$ cat config.mk
export PLATFORM = sky130hd
export DESIGN_NAME = route_table_with_aging
export DESIGN_NICKNAME = d
export VERILOG_FILES = /design/src/hdl/rta_pkg.sv /design/src/hdl/route_table_with_aging.sv
export VERILOG_INCLUDE_DIRS = /design/src /design/src/hdl
export SDC_FILE = /design/constraint.sdc
export NUM_CORES = 2
export LEC_CHECK = 0
export CAP_MARGIN = 20
export CORE_UTILIZATION = 55
export CTS_CLUSTER_DIAMETER = 60
export DETAILED_ROUTE_END_ITERATION = 6
export DONT_BUFFER_PORTS = 1
export GPL_ROUTABILITY_DRIVEN = 0
export PLACE_DENSITY = 0.85
export SYNTH_ARGS = -nofsm -noshare
export SYNTH_HDL_FRONTEND = slang
export SYNTH_SLANG_ARGS = --single-unit
export TNS_END_PERCENT = 1
$ cat constraint.sdc
create_clock -name clk -period 10.5 [get_ports clk]
set_input_delay 2.625 -clock clk [delete_from_list [all_inputs] [get_ports clk]]
set_output_delay 2.625 -clock clk [all_outputs]
set_load 0.02 [all_outputs]
$ cat src/hdl/route_table_with_aging_defines.svh
// Assertion macros for the route table.
// Included by the top level; relies on clk and rst in the including scope.
`ifndef ROUTE_TABLE_WITH_AGING_DEFINES_SVH
`define ROUTE_TABLE_WITH_AGING_DEFINES_SVH
`define RTA_ASSERT_ALWAYS(label, cond, msg) \
  label: assert property (@(posedge clk) disable iff (rst) (cond)) else $error(msg);
`define RTA_ASSERT_IMPLY(label, pre, post, msg) \
  label: assert property (@(posedge clk) disable iff (rst) (pre) |-> (post)) else $error(msg);
`endif

$ cat src/hdl/rta_pkg.sv
// Types and codes for the route table with aging.
// No dependencies.
package rta_pkg;
  localparam int CFG_IDX_W = 1;

  typedef enum logic [1:0] {
    CMD_ADD    = 2'd0,
    CMD_FIND   = 2'd1,
    CMD_PRUNE  = 2'd2,
    CMD_DELETE = 2'd3
  } cmd_t;

  localparam logic [CFG_IDX_W-1:0] REG_OWN_NODE = 1'd0;
  localparam logic [CFG_IDX_W-1:0] REG_TIMEOUT  = 1'd1;

  typedef struct packed {
    logic [1:0]         command;
    logic [7:0]         dest_id;
    logic [7:0]         next_hop_id;
    logic [7:0]         mac_high;
    logic [7:0]         mac_low;
    logic [7:0]         hop_count;
    logic signed [15:0] signal_rssi;
    logic signed [15:0] noise_level;
    logic [3:0]         entry_index;
    logic [31:0]        now_time;
  } req_t;

  typedef struct packed {
    logic       found;
    logic [3:0] route_index;
    logic [4:0] entry_count;
    logic       dropped;
  } rsp_t;

  typedef struct packed {
    logic [7:0]         dest;
    logic [7:0]         next_hop;
    logic [7:0]         mac_high;
    logic [7:0]         mac_low;
    logic [7:0]         hop;
    logic signed [15:0] rssi;
    logic signed [15:0] noise;
    logic [31:0]        last_seen;
  } entry_t;
endpackage

$ cat src/hdl/route_table_with_aging.sv
// Route table with aging: top level, holds the entry memory and sequencer.
// Depends on rta_pkg and route_table_with_aging_defines.svh.
//
// Every item walks the valid entries of the table one at a time (read in S_RD, then
// evaluate and write back in S_EV); an add that hits an existing destination stops
// early. Find, prune and delete compact the table in the same pass by copying kept
// entries down to a trailing write pointer. One item is in work at a time; the result
// sits in an output register, and the next item is taken while it waits. Configuration
// writes are taken at any time.
`include "route_table_with_aging_defines.svh"
module route_table_with_aging #(
  parameter int TABLE_DEPTH = 16
) (
  input  logic                        clk,
  input  logic                        rst,
  input  logic                        cfg_valid,
  output logic                        cfg_ready,
  input  logic [rta_pkg::CFG_IDX_W-1:0] cfg_index,
  input  logic [31:0]                 cfg_data,
  input  logic                        req_valid,
  output logic                        req_ready,
  input  rta_pkg::req_t               req,
  output logic                        rsp_valid,
  input  logic                        rsp_ready,
  output rta_pkg::rsp_t               rsp
);
  import rta_pkg::*;

  localparam int IW = (TABLE_DEPTH > 1) ? $clog2(TABLE_DEPTH) : 1;
  localparam int CW = $clog2(TABLE_DEPTH + 1);
  localparam logic [CW-1:0] FULL = CW'(TABLE_DEPTH);

  typedef enum logic [2:0] {
    S_IDLE = 3'b001,
    S_RD   = 3'b010,
    S_EV   = 3'b100
  } state_t;

  state_t        state;
  req_t          item;
  logic [7:0]    own_node;
  logic [31:0]   timeout;
  logic [CW-1:0] count;
  logic [CW-1:0] rptr;
  logic [CW-1:0] wptr;
  logic          hit;
  logic          tail;
  logic          found;
  logic [IW-1:0] ridx;

  entry_t        mem [TABLE_DEPTH];
  entry_t        rd_data;
  logic          we;
  logic [IW-1:0] waddr;
  entry_t        wdata;

  entry_t        fresh;
  logic          done;
  logic          expired;
  logic          better;
  logic          key_match;
  logic          rsp_load;
  logic          add_miss;
  logic [CW-1:0] count_next;

  assign cfg_ready = 1'b1;
  assign req_ready = (state == S_IDLE);

  always_comb begin
    fresh.dest      = item.dest_id;
    fresh.next_hop  = item.next_hop_id;
    fresh.mac_high  = item.mac_high;
    fresh.mac_low   = item.mac_low;
    fresh.hop       = item.hop_count;
    fresh.rssi      = item.signal_rssi;
    fresh.noise     = item.noise_level;
    fresh.last_seen = item.now_time;
  end

  assign done      = hit || (rptr >= count);
  assign expired   = (rd_data.dest != own_node) &&
                     ((item.now_time - rd_data.last_seen) > timeout);
  assign better    = (item.hop_count < rd_data.hop) ||
                     ((item.hop_count == rd_data.hop) && (item.signal_rssi > rd_data.rssi));
  assign key_match = (rd_data.dest == item.dest_id);
  assign rsp_load  = (state == S_RD) && done && !(rsp_valid && !rsp_ready);
  assign add_miss  = (item.command == CMD_ADD) && !hit;

  always_comb begin
    count_next = wptr;
    if (item.command == CMD_ADD) begin
      count_next = count;
      if (!hit && count < FULL) begin
        count_next = count + 1'b1;
      end
    end
  end

  always_comb begin
    we    = 1'b0;
    waddr = wptr[IW-1:0];
    wdata = rd_data;
    if (rsp_load && add_miss && count < FULL) begin
      we    = 1'b1;
      waddr = count[IW-1:0];
      wdata = fresh;
    end else if (state == S_EV) begin
      unique case (item.command)
        CMD_ADD: begin
          if (key_match) begin
            we    = 1'b1;
            waddr = rptr[IW-1:0];
            wdata = better ? fresh : rd_data;
            wdata.dest      = rd_data.dest;
            wdata.last_seen = item.now_time;
          end
        end
        CMD_FIND: begin
          if (tail || !expired) begin
            we = 1'b1;
            if (!tail && key_match && rd_data.next_hop != own_node) begin
              wdata.last_seen = item.now_time;
            end
          end
        end
        CMD_PRUNE: we = !expired;
        CMD_DELETE: we = ({{(32-CW){1'b0}}, rptr} != {28'd0, item.entry_index});
        default: we = 1'b0;
      endcase
    end
  end

  always_ff @(posedge clk) begin
    if (we) begin
      mem[waddr] <= wdata;
    end
    rd_data <= mem[rptr[IW-1:0]];
  end

  always_ff @(posedge clk) begin
    if (rst) begin
      own_node  <= 8'd0;
      timeout   <= 32'd60000;
    end else if (cfg_valid) begin
      unique case (cfg_index)
        REG_OWN_NODE: own_node <= cfg_data[7:0];
        REG_TIMEOUT:  timeout  <= cfg_data;
        default: ;
      endcase
    end
  end

  always_ff @(posedge clk) begin
    if (rst) begin
      state     <= S_IDLE;
      count     <= '0;
      rsp_valid <= 1'b0;
      rptr      <= '0;
      wptr      <= '0;
      hit       <= 1'b0;
      tail      <= 1'b0;
      found     <= 1'b0;
      ridx      <= '0;
    end else begin
      if (rsp_load) begin
        rsp_valid <= 1'b1;
      end else if (rsp_valid && rsp_ready) begin
        rsp_valid <= 1'b0;
      end
      unique case (state)
        S_IDLE: begin
          if (req_valid) begin
            item  <= req;
            rptr  <= '0;
            wptr  <= '0;
            hit   <= 1'b0;
            tail  <= 1'b0;
            found <= 1'b0;
            ridx  <= '0;
            state <= S_RD;
          end
        end
        S_RD: begin
          if (done) begin
            if (rsp_load) begin
              rsp.found       <= found;
              rsp.route_index <= 4'(ridx);
              rsp.entry_count <= 5'(count_next);
              rsp.dropped     <= add_miss && (count >= FULL);
              count           <= count_next;
              state           <= S_IDLE;
            end
          end else begin
            state <= S_EV;
          end
        end
        S_EV: begin
          rptr  <= rptr + 1'b1;
          state <= S_RD;
          if (item.command == CMD_ADD) begin
            hit <= key_match;
          end else if (we) begin
            wptr <= wptr + 1'b1;
          end
          if (item.command == CMD_FIND && !tail && !expired && key_match &&
              rd_data.next_hop != own_node) begin
            tail  <= 1'b1;
            found <= 1'b1;
            ridx  <= wptr[IW-1:0];
          end
        end
        default: state <= S_IDLE;
      endcase
    end
  end

  `RTA_ASSERT_ALWAYS(a_count_range, count <= FULL, "entry count beyond table depth")
  `RTA_ASSERT_ALWAYS(a_write_behind, wptr <= rptr, "compaction write passed read")
  `RTA_ASSERT_IMPLY(a_drop_full, rsp_valid && rsp.dropped, count == FULL, "drop while not full")
  `RTA_ASSERT_IMPLY(a_found_idx, rsp_valid && rsp.found, 5'(rsp.route_index) < rsp.entry_count,
                    "found index outside table")
endmodule

==> flow_metrics.tcl <==
set metrics [dict create \
    viasPerCell 6.73 \
    worstSetupStartpointType "flip-flop" \
    yosys_most_used_dff "edfxtp_1" \
    initial_utilization_pct 55.7 \
    crit_required_ps 10850 \
    ir_drop_v 0.000138 \
    powerDensity_mw_per_mm2 191 \
    postRouteAntennaNets 0 \
    finalInstanceArea_mm2 0.0612 \
    skew_ps 37.2 \
    maxCapViolations 0 \
    die_w_um 318 \
    drt-pass1-iter-count 7 \
    nFillCells 6200 \
    status "complete, but fails checks" \
    fin_crit_sh_pct 72.1 \
    syn_to_final_growth_pct 11.2 \
    root_buffer "clkbuf_16" \
    cts_resized 0 \
    cts_tree "built" \
    finalPower_mw 11.7 \
    cts-hold-fix-buffers 0 \
    place_hpwl_mm 70.5 \
    drt-total-wl_mm 138 \
    fp.dieH_um 318 \
    critPathMaxFanout 31 \
    routed-via-count 28900 \
    place_area_mm2 0.0567 \
    antenna_found_initial 16 \
    wl_per_cell_um 32.1 \
    cts_setup_buffers 0 \
    use_met2_pct 45.6 \
    drt_iter0_drc 4213 \
    nets 3149 \
    io_buffers 0 \
    worst_slew_pin_slew_ps 1170 \
    placementRows 115 \
    yosys_register_bits 1378 \
    worst-setup-path-type "reg2reg" \
    cts_buffers 133 \
    clockBufferDepth 3 \
    ys_types 73 \
    use_met1_pct 33.5 \
    ys_seq_area_share_pct 72.6 \
    top_level_ports 162 \
    finalCriticalPeriod_ps 7570 \
    setup_tns_ps 0 \
    grt_pass1_vias 29700 \
    drc 16 \
    top_usage_layer "met2" \
    fmax_mhz 132 \
    async_flop_share_pct 0 \
    grt_pass1_wl_mm 197 \
    clock-sinks 1378 \
    crit_path_end_kind "flip-flop" \
    drive_above_1_share_pct 23.5 \
    clkLatencyLatePin_ps 750 \
    grt_use_total_pct 26.9 \
    slew_headroom_pct 22.3 \
    die_area_mm2 0.101 \
    syn_nets 3084 \
    grtUsageMet3_pct 6.16 \
    power.leakage_nw 19.7 \
    failed_checks "design-rule violations" \
    cts.reportedPaths.clkPinSlew_ps 70 \
    finalMaxSlewViolations 0 \
    syn_area_mm2 0.0551 \
    grt_max_degree 177 \
    htree_levels 4 \
    synth_edf_count 1241 \
    yosys_warnings 0 \
    avgSynthCellArea_um2 19.4 \
    overflow 0 \
    crit_arrival_ps 7910 \
    fp.coreArea_mm2 0.0989 \
    synthCells 2840 \
    hold_viol 0 \
    rsz0062_at_grt "false" \
    setup_viol 0 \
    hp-class "reg2reg" \
]
cells by family after synthesis:
logic type | after synthesis | share of synthesized area, %
adders and majority gates | 96 | 2.19
xor gates and xnor gates | 55 | 0.875
buffers and inverters | 248 | 1.76
and+or+nand+nor | 352 | 2.98
other | 1 | 0.00681
DFF | 1378 | 72.6
AOI/OAI and AO/OA | 273 | 3.22
muxes | 437 | 16.3
per-layer routing:
metal | up-vias | wire length [um]
met3 | 422 | 13500
met4 | 28 | 5770
met2 | 2028 | 70200
li1 | 11600 | -
met1 | 14900 | 48400
met5 | - | 166
placed cells by master, fill, tap and decap left out, types with 11 or more instances in the layout:
cell type  instances
a21o_1            32
a21oi_1           97
a311o_1           15
buf_4             52
clkbuf_1          26
clkbuf_16        140
clkbuf_8          21
clkinv_1          12
clkinv_2          20
dfxtp_1          133
edfxtp_1        1241
ha_1              95
inv_1            118
mux2_2            44
mux2i_1           19
mux4_2           360
nand2_1          142
nand2b_1          14
nand3_1           21
nand3b_1          11
nand4_1           15
nor2_1            69
nor2_4            14
nor3_1            20
o21a_1            16
o21ai_0           62
xnor2_1           23
xor2_1            32
area by class of cell:
class,count,area (um2),area share [%]
Tap cell,1287,1610,2.63
Antenna cell,7,17.5,0.0286
Multi-Input combinational cell,1214,14200,23.2
Clock inverter,51,460,0.752
Timing Repair Buffer,60,567,0.926
Clock buffer,187,3880,6.34
Sequential cell,1378,40000,65.4
Inverter,118,443,0.723
critical path: stages, from the launching register on:
cell,delay [ps]
edfxtp_1,390
inv_1,70
ha_1,160
inv_1,50
fa_1,420
a211oi_1,260
nor2_1,110
o31a_1,310
o221ai_1,390
o311a_1,240
o21ai_0,180
a311o_1,360
a21oi_1,200
xnor2_1,170
ha_1,320
nand4_1,140
or4_1,570
o41ai_2,280
inv_1,90
o31ai_2,110
a311o_1,320
nand3_1,340
nor2_4,970
buf_4,680
report_power, final:
| part | leakage, nW | switching (mW) | internal [mW] | total (mW) |
|---|---|---|---|---|
| logic | 5.25 | 0.437 | 0.279 | 0.716 |
| clock network | 2.13 | 2.04 | 2.75 | 4.80 |
| registers | 12.3 | 0.0747 | 6.10 | 6.17 |
sequential cells by signal, summed over array words and instances, names as in the netlist, 4 cells and up:
register	count
mem	1152
fresh	72
rd_data	72
timeout	32
rsp	11
own_node	8
item	6
count	5
rptr	5
wptr	5
ridx	4
synthesized netlist by cell type (16+ instances only):
cell type  number  area [um2]
clkbuf_1       82         308
a21o_1         32         240
mux2_2         44         495
nand3_1        21         105
o21ai_0        62         310
xnor2_1        23         201
mux4_2        360        8110
buf_1          43         161
edfxtp_1     1241       37300
a21oi_1        97         485
nand2_1       142         533
nor2_1         83         312
o21a_1         16         120
nor3_1         23         115
xor2_1         32         280
mux2i_1        19         190
inv_1         118         443
dfxtp_1       137        2740
ha_1           95        1190
final timing paths:
path             from          to  slack, ps  cells past startpoint
max          fresh[0]  mem[8][48]       2930                     23
min           ridx[3]      rsp[9]        440                      0
max reg2reg  fresh[0]  mem[8][48]       2930                     23
min reg2reg   ridx[3]      rsp[9]        440                      0
stage by stage:
step	instances	hold WS [ps]	utilization (%)	setup slack [ps]
floorplan	2840	408	-	620
global placement	4043	416	57.3	3230
detailed placement	4044	426	57.4	3090
CTS	4282	440	61.8	3020
global route	4296	448	61.9	2540
finish	4302	440	61.9	2930
Note: power is estimated with default switching activity, not from simulation.
